--- src/rtl/hrlp_pkg.sv ---
// ============================================================================
// HTTP request-line parser: package
// Codes, widths, parser state type and token tables.
// ============================================================================
`default_nettype none

package hrlp_pkg;

    localparam int MAX_REQUEST_BYTES = 4095;
    localparam int POS_W = $clog2(MAX_REQUEST_BYTES + 1);
    localparam int URI_W = 12;
    localparam logic [URI_W-1:0] URI_MAX = {URI_W{1'b1}};

    // status codes
    localparam logic [1:0] ST_OK  = 2'd0;
    localparam logic [1:0] ST_INC = 2'd1;
    localparam logic [1:0] ST_ERR = 2'd2;

    // method codes
    localparam logic [2:0] MTH_NONE = 3'd0;
    localparam logic [2:0] MTH_GET  = 3'd1;
    localparam logic [2:0] MTH_HEAD = 3'd2;
    localparam logic [2:0] MTH_POST = 3'd3;
    localparam logic [2:0] MTH_PUT  = 3'd4;

    // version codes
    localparam logic [1:0] VER_NONE = 2'd0;
    localparam logic [1:0] VER_1_0  = 2'd1;
    localparam logic [1:0] VER_1_1  = 2'd2;

    // token lengths
    localparam logic [2:0] LEN_GET  = 3'd3;
    localparam logic [2:0] LEN_HEAD = 3'd4;
    localparam logic [2:0] LEN_POST = 3'd4;
    localparam logic [2:0] LEN_PUT  = 3'd3;
    localparam logic [2:0] LEN_VER  = 3'd7;

    // URI start offsets
    localparam logic [2:0] OFS_SHORT = 3'd4;
    localparam logic [2:0] OFS_LONG  = 3'd5;

    typedef enum logic [7:0] {
        PH_FIRST = 8'b0000_0001,
        PH_G     = 8'b0000_0010,
        PH_H     = 8'b0000_0100,
        PH_P     = 8'b0000_1000,
        PH_URI   = 8'b0001_0000,
        PH_VER   = 8'b0010_0000,
        PH_MINOR = 8'b0100_0000,
        PH_DONE  = 8'b1000_0000
    } phase_t;

    typedef struct packed {
        phase_t           phase;
        logic [POS_W-1:0] pos;
        logic [2:0]       progress;
        logic [1:0]       mismatch;
        logic [2:0]       method_code;
        logic [2:0]       uri_start;
        logic [URI_W-1:0] uri_count;
    } hrlp_state_t;

    typedef struct packed {
        logic             valid;
        logic [1:0]       status;
        logic [2:0]       method;
        logic [1:0]       version;
        logic [2:0]       method_length;
        logic [2:0]       uri_offset;
        logic [URI_W-1:0] uri_length;
    } hrlp_result_t;

    localparam hrlp_state_t STATE_RESET = '{
        phase:       PH_FIRST,
        pos:         '0,
        progress:    '0,
        mismatch:    '0,
        method_code: MTH_NONE,
        uri_start:   '0,
        uri_count:   '0
    };

    function automatic logic is_ws(input logic [7:0] b);
        return ((b >= 8'h09) && (b <= 8'h0D)) || (b == 8'h20) || (b == 8'hA0);
    endfunction

    function automatic logic [7:0] tok_get(input logic [2:0] p);
        unique case (p)
            3'd0:    return "E";
            3'd1:    return "T";
            default: return " ";
        endcase
    endfunction

    function automatic logic [7:0] tok_head(input logic [2:0] p);
        unique case (p)
            3'd0:    return "E";
            3'd1:    return "A";
            3'd2:    return "D";
            default: return " ";
        endcase
    endfunction

    function automatic logic [7:0] tok_post(input logic [2:0] p);
        unique case (p)
            3'd0:    return "O";
            3'd1:    return "S";
            3'd2:    return "T";
            default: return " ";
        endcase
    endfunction

    function automatic logic [7:0] tok_put(input logic [2:0] p);
        unique case (p)
            3'd0:    return "U";
            3'd1:    return "T";
            default: return " ";
        endcase
    endfunction

    function automatic logic [7:0] tok_ver(input logic [2:0] p);
        unique case (p)
            3'd0:    return "H";
            3'd1:    return "T";
            3'd2:    return "T";
            3'd3:    return "P";
            3'd4:    return "/";
            3'd5:    return "1";
            default: return ".";
        endcase
    endfunction

endpackage

`default_nettype wire

--- src/rtl/hrlp_step.sv ---
// ============================================================================
// HTTP request-line parser: per-byte step
// Next parser state and optional result for one byte.
// ============================================================================
`default_nettype none

module hrlp_step
    import hrlp_pkg::*;
(
    input  hrlp_state_t  cur,
    input  logic [7:0]   data_byte,
    input  logic         last,
    output hrlp_state_t  nxt,
    output hrlp_result_t res
);

    logic [2:0]       p_inc;
    logic [1:0]       mm_n;
    logic             hit;
    logic [1:0]       st;
    logic [1:0]       ver;
    logic [POS_W-1:0] pos_n;
    logic             decided;

    always_comb begin
        nxt     = cur;
        hit     = 1'b0;
        st      = ST_ERR;
        ver     = VER_NONE;
        p_inc   = cur.progress + 3'd1;
        mm_n    = cur.mismatch;
        decided = (cur.phase == PH_DONE);

        unique case (cur.phase)
            PH_FIRST: begin
                nxt.progress = '0;
                nxt.mismatch = '0;
                if (data_byte == "G") begin
                    nxt.phase = PH_G;
                end else if (data_byte == "H") begin
                    nxt.phase = PH_H;
                end else if (data_byte == "P") begin
                    nxt.phase = PH_P;
                end else begin
                    hit = 1'b1;
                end
            end
            PH_G: begin
                if (cur.progress < LEN_GET && data_byte != tok_get(cur.progress))
                    mm_n[0] = 1'b1;
                nxt.mismatch = mm_n;
                nxt.progress = p_inc;
                if (p_inc >= LEN_GET) begin
                    if (mm_n != 2'b00) begin
                        hit = 1'b1;
                    end else begin
                        nxt.method_code = MTH_GET;
                        nxt.uri_start   = OFS_SHORT;
                        nxt.uri_count   = '0;
                        nxt.phase       = PH_URI;
                    end
                end
            end
            PH_H: begin
                if (cur.progress < LEN_HEAD && data_byte != tok_head(cur.progress))
                    mm_n[0] = 1'b1;
                nxt.mismatch = mm_n;
                nxt.progress = p_inc;
                if (p_inc >= LEN_HEAD) begin
                    if (mm_n != 2'b00) begin
                        hit = 1'b1;
                    end else begin
                        nxt.method_code = MTH_HEAD;
                        nxt.uri_start   = OFS_LONG;
                        nxt.uri_count   = '0;
                        nxt.phase       = PH_URI;
                    end
                end
            end
            PH_P: begin
                if (cur.progress < LEN_POST && data_byte != tok_post(cur.progress))
                    mm_n[0] = 1'b1;
                if (cur.progress < LEN_PUT && data_byte != tok_put(cur.progress))
                    mm_n[1] = 1'b1;
                nxt.mismatch = mm_n;
                nxt.progress = p_inc;
                if (p_inc >= LEN_POST) begin
                    if (!mm_n[0]) begin
                        nxt.method_code = MTH_POST;
                        nxt.uri_start   = OFS_LONG;
                        nxt.uri_count   = '0;
                        nxt.phase       = PH_URI;
                    end else if (!mm_n[1]) begin
                        // fourth byte already belongs to the URI
                        nxt.method_code = MTH_PUT;
                        nxt.uri_start   = OFS_SHORT;
                        if (is_ws(data_byte)) begin
                            nxt.uri_count = '0;
                            nxt.phase     = PH_VER;
                            nxt.progress  = '0;
                            nxt.mismatch  = '0;
                        end else begin
                            nxt.uri_count = URI_W'(1);
                            nxt.phase     = PH_URI;
                        end
                    end else begin
                        hit = 1'b1;
                    end
                end
            end
            PH_URI: begin
                if (is_ws(data_byte)) begin
                    nxt.phase    = PH_VER;
                    nxt.progress = '0;
                    nxt.mismatch = '0;
                end else if (cur.uri_count != URI_MAX) begin
                    nxt.uri_count = cur.uri_count + URI_W'(1);
                end
            end
            PH_VER: begin
                if (cur.progress < LEN_VER && data_byte != tok_ver(cur.progress))
                    mm_n[0] = 1'b1;
                nxt.mismatch = mm_n;
                nxt.progress = p_inc;
                if (p_inc >= LEN_VER) begin
                    if (mm_n != 2'b00) begin
                        hit = 1'b1;
                    end else begin
                        nxt.phase = PH_MINOR;
                    end
                end
            end
            PH_MINOR: begin
                hit = 1'b1;
                if (data_byte == "0") begin
                    st  = ST_OK;
                    ver = VER_1_0;
                end else if (data_byte == "1") begin
                    st  = ST_OK;
                    ver = VER_1_1;
                end
            end
            default: begin
                nxt = cur;
            end
        endcase

        // byte count saturates at the buffer limit
        if (cur.pos < POS_W'(MAX_REQUEST_BYTES))
            pos_n = cur.pos + POS_W'(1);
        else
            pos_n = cur.pos;

        if (decided) begin
            nxt = cur;
            hit = 1'b0;
        end else begin
            nxt.pos = pos_n;
            if (!hit && (last || pos_n >= POS_W'(MAX_REQUEST_BYTES))) begin
                hit = 1'b1;
                st  = ST_INC;
            end
        end

        res.valid         = hit;
        res.status        = st;
        res.method        = nxt.method_code;
        res.version       = (st == ST_OK) ? ver : VER_NONE;
        res.method_length = (st == ST_OK) ? (nxt.uri_start - 3'd1) : 3'd0;
        res.uri_offset    = (st == ST_OK) ? nxt.uri_start : 3'd0;
        res.uri_length    = (st == ST_OK) ? nxt.uri_count : '0;

        if (hit)
            nxt.phase = PH_DONE;
        if (last)
            nxt = STATE_RESET;
    end

endmodule

`default_nettype wire

--- src/rtl/http_request_line_parser_core.sv ---
// ============================================================================
// HTTP request-line parser core
// Byte-serial recogniser for method, URI span and HTTP/1.x version.
// ============================================================================
//
//  channel  | ports                                  | word
//  ---------+----------------------------------------+---------------------------
//  s_ (in)  | s_valid s_ready s_data_byte s_last     | one request byte
//  m_ (out) | m_valid m_ready m_status m_method ...  | one verdict per request
//
//  One byte word per clock unless a held result stalls; the parser state
//  register is the only loop and closes through one byte's worth of compares.
//  Pipeline: two register stages (input register, then parser/result
//  register); a byte's verdict passes through both before m_valid rises.
//  Reset: aresetn low clears both stage valids and returns the parser to
//  the first method byte. No clearing pass.
//  Stalls: a held result only blocks a byte that is waiting behind it in
//  the input register; s_ready stays high while that register is free.
//
`default_nettype none

module http_request_line_parser_core
    import hrlp_pkg::*;
(
    input  wire logic             aclk,
    input  wire logic             aresetn,

    input  wire logic             s_valid,
    output logic                  s_ready,
    input  wire logic [7:0]       s_data_byte,
    input  wire logic             s_last,

    output logic                  m_valid,
    input  wire logic             m_ready,
    output logic [1:0]            m_status,
    output logic [2:0]            m_method,
    output logic [1:0]            m_version,
    output logic [2:0]            m_method_length,
    output logic [2:0]            m_uri_offset,
    output logic [URI_W-1:0]      m_uri_length
);

    // input register
    logic         in_valid_reg;
    logic [7:0]   in_byte_reg;
    logic         in_last_reg;

    // parser state and result register
    hrlp_state_t  state_reg;
    hrlp_state_t  state_next;
    hrlp_result_t res_next;
    hrlp_result_t out_reg;

    logic         advance;
    logic         fire;

    // result register can take a new word when empty or being drained
    assign advance = !out_reg.valid || m_ready;
    assign fire    = in_valid_reg && advance;
    assign s_ready = !in_valid_reg || advance;

    always_ff @(posedge aclk) begin
        if (!aresetn) begin
            in_valid_reg <= 1'b0;
        end else if (s_ready) begin
            in_valid_reg <= s_valid;
        end
    end

    always_ff @(posedge aclk) begin
        if (s_valid && s_ready) begin
            in_byte_reg <= s_data_byte;
            in_last_reg <= s_last;
        end
    end

    hrlp_step u_step (
        .cur       (state_reg),
        .data_byte (in_byte_reg),
        .last      (in_last_reg),
        .nxt       (state_next),
        .res       (res_next)
    );

    always_ff @(posedge aclk) begin
        if (!aresetn) begin
            state_reg <= STATE_RESET;
        end else if (fire) begin
            state_reg <= state_next;
        end
    end

    // valid is reset; the payload fields only load with a verdict
    always_ff @(posedge aclk) begin
        if (!aresetn) begin
            out_reg.valid <= 1'b0;
        end else begin
            if (advance) begin
                out_reg.valid <= fire && res_next.valid;
            end
            if (fire && res_next.valid) begin
                out_reg.status        <= res_next.status;
                out_reg.method        <= res_next.method;
                out_reg.version       <= res_next.version;
                out_reg.method_length <= res_next.method_length;
                out_reg.uri_offset    <= res_next.uri_offset;
                out_reg.uri_length    <= res_next.uri_length;
            end
        end
    end

    assign m_valid         = out_reg.valid;
    assign m_status        = out_reg.status;
    assign m_method        = out_reg.method;
    assign m_version       = out_reg.version;
    assign m_method_length = out_reg.method_length;
    assign m_uri_offset    = out_reg.uri_offset;
    assign m_uri_length    = out_reg.uri_length;

endmodule

`default_nettype wire

--- config.mk ---
export PLATFORM = sky130hd
export DESIGN_NAME = http_request_line_parser_core
export DESIGN_NICKNAME = d
export VERILOG_FILES = /design/src/rtl/hrlp_pkg.sv /design/src/rtl/hrlp_step.sv /design/src/rtl/http_request_line_parser_core.sv
export SDC_FILE = /design/constraint.sdc
export NUM_CORES = 1
export LEC_CHECK = 0
export ABC_CLOCK_PERIOD_IN_PS = 3700
export BUFFER_PORTS_ARGS = -buffer_cell sky130_fd_sc_hd__buf_4
export CAP_MARGIN = 25
export CORE_UTILIZATION = 55
export DETAILED_ROUTE_END_ITERATION = 16
export PLACE_DENSITY = 0.8
export SYNTH_ARGS = -nofsm -noshare
export SYNTH_HDL_FRONTEND = slang
export SYNTH_SLANG_ARGS = --single-unit
--- constraint.sdc ---
create_clock -name aclk -period 3.7 [get_ports aclk]
set_input_delay 0.37 -clock aclk [delete_from_list [all_inputs] [get_ports aclk]]
set_output_delay 0.37 -clock aclk [all_outputs]
set_load 0.05 [all_outputs]
Yosys cells after proc, flatten, opt, wreduce, memory -nomap -nowiden:

Index checks and enable logic that the tools add are counted.

* $add $sub $neg: 4
* magnitude comparators: 10
* equality and inequality tests: 42
* multiplexer cells: 79
* bitwise gates (word level): 2
* reduce and logical (&&, ||, !) cells: 34

Operator list (count)
* $mux 8: 20
* $mux 18: 5
* $mux 23: 3
* $mux 12: 4
* $pmux 12 s4: 1
* $pmux 8 s6: 1
* $mux 43: 1
* $pmux 7 s3: 2
* $ne 8x8->1: 5
* $pmux 7 s5: 1
* $eq 8x6->1 const B: 4
* $eq 8x7->1 const B: 4
* $pmux 5 s6: 1
* $pmux 7 s2: 2
* $mux 1: 26
* $add 12x1->12 const B: 2
* $ne 4x2->1 const B: 5
* $pmux 6 s3: 1
* $eq 8x8->1 const B: 2
* $mux 5: 3
* $reduce_and 13->1: 1
* $ge 12x12->1 const B: 1
* $lt 12x12->1 const B: 1
* $mux 2: 6
* 39 further kinds: 69

* register bits after elaboration: 79
* bits of input ports: 13
* output and inout port bits: 27
* word-level logic and storage cells: 190

Depth between registers and ports, before layout:

* word-level depth: 19
* depth in mapped cells: 14
* gate-level depth less buffers: 12

Modules after synthesis:

A second synthesis with hierarchy kept.

* cell total of the unflattened synthesis: 696
* area total of the unflattened synthesis: 5691.7 µm²

Modules (own cells, without submodules)
* http_request_line_parser_core: times used 1, cells each 234, area an instance 2884.0 µm², sequential area each 1921.8 µm²
* hrlp_step: times used 1, cells each 462, area an instance 2807.7 µm², sequential area each 0.0 µm²

Worst setup path after synthesis:

OpenSTA, ideal clock, no wires.

* path kind: reg-to-reg
* start: register state_reg[21] (netlist bit)
* end: register out_reg, in the netlist m_method[0], enable pin
* library setup time: 384 ps
* arrival: 3357 ps
* data required time: 3316 ps
* path slack: -41 ps
* cell stages (with the launch flop): 11
* path buffers: 0
* clock period less this slack: 3741 ps
* cells stage by stage: dfxtp_1 -> inv_1 -> ha_1 -> or2_2 -> o211a_1 -> nor4_1 -> o41ai_1 -> a2111oi_0 -> or3_4 -> and3_1 -> and2_1

* cells in the longest elaborated chain, start to end: 18
* elaborated cells between the ends (all ways): 63
* classes of those cells: add/sub (1); order compare (6); eq/ne (10); mux (32); reduce/logical (14)

Ends and longest elaborated chain
* start, declared: RTL line http_request_line_parser_core.sv:49 `hrlp_state_t state_reg;`
* start signal, assigned: RTL line http_request_line_parser_core.sv:89 `state_reg <= state_next;`
* $eq 3x1->1 or $eq 3x2->1 (tied branches)
* $reduce_or 2->1 (no source line)
* $pmux 7 s5: RTL line hrlp_pkg.sv:122 `unique case (p)`
* $mux 8: RTL line hrlp_step.sv:34 `unique case (cur.phase)`
* $ne 8x8->1: RTL line hrlp_step.sv:121 `if (cur.progress < LEN_VER && data_byte != tok_ver(cur.progress))`
* $logic_and 1x1->1: RTL line hrlp_step.sv:121
* $mux 1: RTL line hrlp_step.sv:121
* $mux 1: RTL line hrlp_step.sv:34
* [... 2 more ...]
* $mux 1: RTL line hrlp_step.sv:125 `if (p_inc >= LEN_VER) begin`
* $pmux 1 s6 *: RTL line hrlp_step.sv:34
* $logic_not 1->1: RTL line hrlp_step.sv:159 `if (!hit && (last || pos_n >= POS_W'(MAX_REQUEST_BYTES))) begin`
* $logic_and 1x1->1: RTL line hrlp_step.sv:159
* $mux 1 *: RTL line hrlp_step.sv:159
* $mux 1 *: RTL line hrlp_step.sv:154 `if (decided) begin`
* $logic_and 1x1->1 *: RTL line http_request_line_parser_core.sv:101 `if (fire && res_next.valid) begin`
* $reduce_and 2->1 (no source line) *
* end, declared: RTL line http_request_line_parser_core.sv:52 `hrlp_result_t out_reg;`

Every way passes the cells marked *; elsewhere a longest branch is shown, timed or not. The select of a mux whose other input is x is not followed.
A chain may end at the register's enable or synchronous reset.

Worst setup path in the final report:

* start: register state_reg[20] (netlist bit)
* end: register state_reg[40] (netlist bit)

* cells in the longest elaborated chain, start to end: 18
* elaborated cells between the ends (all ways): 80
* classes of those cells: add/sub (1); order compare (6); eq/ne (21); mux (38); reduce/logical (14)

Ends and longest elaborated chain (RTL line)
* $eq 3x1->1 or $eq 3x2->1 (tied branches)
* $reduce_or 2->1 (no source line)
* $pmux 7 s5: hrlp_pkg.sv:122
* $mux 8: hrlp_step.sv:34
* $ne 8x8->1: hrlp_step.sv:121
* $logic_and 1x1->1: hrlp_step.sv:121
* $mux 1: hrlp_step.sv:121
* $mux 1: hrlp_step.sv:34
* [... 2 more ...]
* $mux 1: hrlp_step.sv:125
* $pmux 1 s6: hrlp_step.sv:34
* $logic_not 1->1: hrlp_step.sv:159
* $logic_and 1x1->1: hrlp_step.sv:159
* $mux 1: hrlp_step.sv:159
* $mux 1: hrlp_step.sv:154
* $ne 6x2->1 (no source line), or another cell as far along
* $reduce_and 13->1 (no source line) or $mux 43 (tied branches)

Parallel ways exist; a longest one is shown, timed or not. The select of a mux whose other input is x is not followed.

==> results.ini <==
[outcome]
status = complete, no violations

[setup_path]
cp_max_fo = 8
max_stage_delay_ns = 0.55
cp.depth = 12
reg2reg_setup_slack_ns = 0.16
cp_cell_sequence = inv_1 -> ha_2 -> nor3_1 -> or4b_1 -> a2111oi_4 -> o211ai_1 -> or3_4 -> or3_4 -> buf_4 -> a32oi_4 -> buf_12 -> mux2i_1
cp_num_buf_inv = 3
endpoint_kind = flop
r2r_cells = 12
arrival_ns = 3.82
cp-start-kind = flop
crit_top_cell = or3_4
crit_family = simple AND/OR/NAND/NOR gates
slowest_stage = or4b_1
crit_type = reg2reg
crit_required_ns = 3.99

[detailed_routing]
ant_nets = 0
vias = 5271
dr.pass1.iters = 6
drc = 0
avgViaCountPerCell = 6.475
drt_iter0_markers = 498
drt-total-wl_mm = 14.15
wl_per_cell_um = 17.38

[cells_and_area]
fillCellCount = 813
nets = 701
finalInstanceArea_um2 = 6123
drive_gt1_share_pct = 18.54
final_core_util_pct = 65.96
largest_reg_flops = 43
syn_to_final_growth_pct = 15.42
n_antenna_cell = 0

[die]
die_y_um = 100.2
num_rows = 35
core_um2 = 9284
die_w_um = 100.2
ioPinCount = 40
die-area_um2 = 10040
initial_core_util_pct = 57.14

[grt]
grt_max_degree = 51
grt.total_usage_pct = 28.76
grt_pass1_vias = 4682
antenna_found_initial = 0
grt_pass1_wl_mm = 22.98
gr-total-overflow = 0

[yosys]
post_synth_num_cell_types = 77
synth_async_sr_flop_share_pct = 0
ys.flop_type = dfxtp_1
syn_avg_cell_area_um2 = 8.381
synth_cells = 633
synth.cell_area_um2 = 5305
synth_edf_count = 34
yosys-top-cells-area = edfxtp_1 19%, dfxtp_1 17%, a21oi_1 4.2%
yosysTopAreaCell = edfxtp_1
yosys.cell_count.top_type = nand2_1
synthTopCellsByCount = 57 x nand2_1, 48 x nor2_1, 45 x a21oi_1, 45 x dfxtp_1, 38 x o21ai_0
ys_seq_area_share_pct = 36.23
ys_warn_count = 0
ys_seq_elements = 79
yosys.area.top_type_share_pct = 19.25
syn_nets = 654

[power_and_ir_drop]
p_leak_nw = 2.208
peakVddDrop_v = 0.0002109
cellPowerDensity_nw_per_um2 = 317.1

[timing]
hold_violations = 0
slew_violations = 0
max_freq_mhz = 282.8
slew_headroom_pct = 33.84
period_share_pct = 95.58
skew_ns = 0.01493
finalCriticalPeriod_ns = 3.536
setup_violations = 0
tightest_slew_ns = 0.9888
setup_tns_ns = 0

[clocking]
cts_buffers = 9
htree_levels = 3
clkLatencyLatePin_ns = 0.37
cts_tree = yes
cts.sinks = 79
clkTransAtPathRegs_ns = 0.09
cts-root-buf = clkbuf_8
cts_buffer_depth = 2

[job]
max-cap-violations = 0

[place]
dpl_cell_area_um2 = 5876
hpwl_mm = 10.05
gp_congestion = 0.9126
portBuffers = 39

[hold_path]
hold_class = in2reg
holdPathStages = 1

routing by layer:
layer	share of wire, %	vias up	global-route usage, %
li1	-	2479	-
met1	44	2465	40.06
met2	46	304	45.84
met3	8.9	23	4.526
met4	1.7	0	9.030
met5	0	-	0
placed cells by master (no fill, tap or decap), types with 5 or more instances in the layout:
cell type	count
or4_1	8
nand3_1	22
nor4_1	7
nand2_1	57
mux2i_1	9
ha_1	6
dfxtp_1	45
o21ai_0	38
o41ai_1	11
o21a_1	5
and2_1	8
nand2b_1	8
buf_4	79
inv_1	18
and3_1	14
nor2b_1	16
a31oi_1	11
or3_1	12
xnor2_1	7
nor2_1	48
nor3_1	23
nand4_1	13
edfxtp_1	34
a21o_1	12
or2_2	5
clkbuf_8	9
a21oi_1	45
a21boi_0	8
power by group:
| group | total (W) | switching, W | internal (W) |
|---|---|---|---|
| logic | 0.000305 | 0.000187 | 0.000118 |
| clock network | 0.000679 | 0.000354 | 0.000324 |
| registers | 0.000957 | 0.0000247 | 0.000932 |
timing repair:
action / 4_1_cts / 5_1_grt
pin swaps: 1 / 0
hold endpoints to repair: 0 / 0
resized for setup: 1 / 4
endpoints found under the setup margin: 11 / 27
gates cloned: 0 / 0
hold buffers: 0 / 0
buffers inserted: 1 / 0
worst paths after layout:
path | from | to
max | state_reg[20] | state_reg[40]
min reg2reg | state_reg[15] | state_reg[15]
max reg2reg | state_reg[20] | state_reg[40]
min | s_data_byte[0] | in_byte_reg[0]
through the flow:
| step | worst slack (ns) | std cells | power [W] | hold slack [ns] |
|---|---|---|---|---|
| floorplan | 0.1389 | 633 | 0.001172 | 0.4358 |
| global placement | 0.1442 | 797 | 0.001259 | 0.4478 |
| detailed placement | 0.02994 | 797 | 0.001264 | 0.4735 |
| CTS | 0.06288 | 814 | 0.001943 | 0.1661 |
| global route | -0.002482 | 814 | 0.002003 | 0.1680 |
| finish | 0.1636 | 814 | 0.001941 | 0.1745 |
worst reg2reg max path, cell delays in order (launching register included):
cell       delay [ns]
dfxtp_1          0.34
inv_1            0.10
ha_2             0.28
nor3_1           0.11
or4b_1           0.55
a2111oi_4        0.36
o211ai_1         0.15
or3_4            0.40
or3_4            0.40
buf_4            0.16
a32oi_4          0.26
buf_12           0.17
mux2i_1          0.19
kinds of logic after synthesis:
group                      count (synthesis)  share of synthesized area (%)
adders and majority gates                  8                          1.887
and+or+nand+nor                          268                          27.17
DFF                                       79                          36.23
xor gates and xnor gates                  11                          1.816
muxes                                     12                          2.335
AOI/OAI and AO/OA                        193                          25.80
buffers and inverters                     62                          4.764
layout make-up:
class                      count  area [µm²]  share of cell area [%]
multi-input combinational    492        3152                   51.47
sequential                    79        1922                   31.39
timing repair buffer          80       613.1                   10.01
tap                          129       161.4                   2.636
clock buffer                   9       123.9                   2.023
clock inverter                 7       83.83                   1.369
inverter                      18       67.56                   1.103
Power figures use the tool's default switching activity.
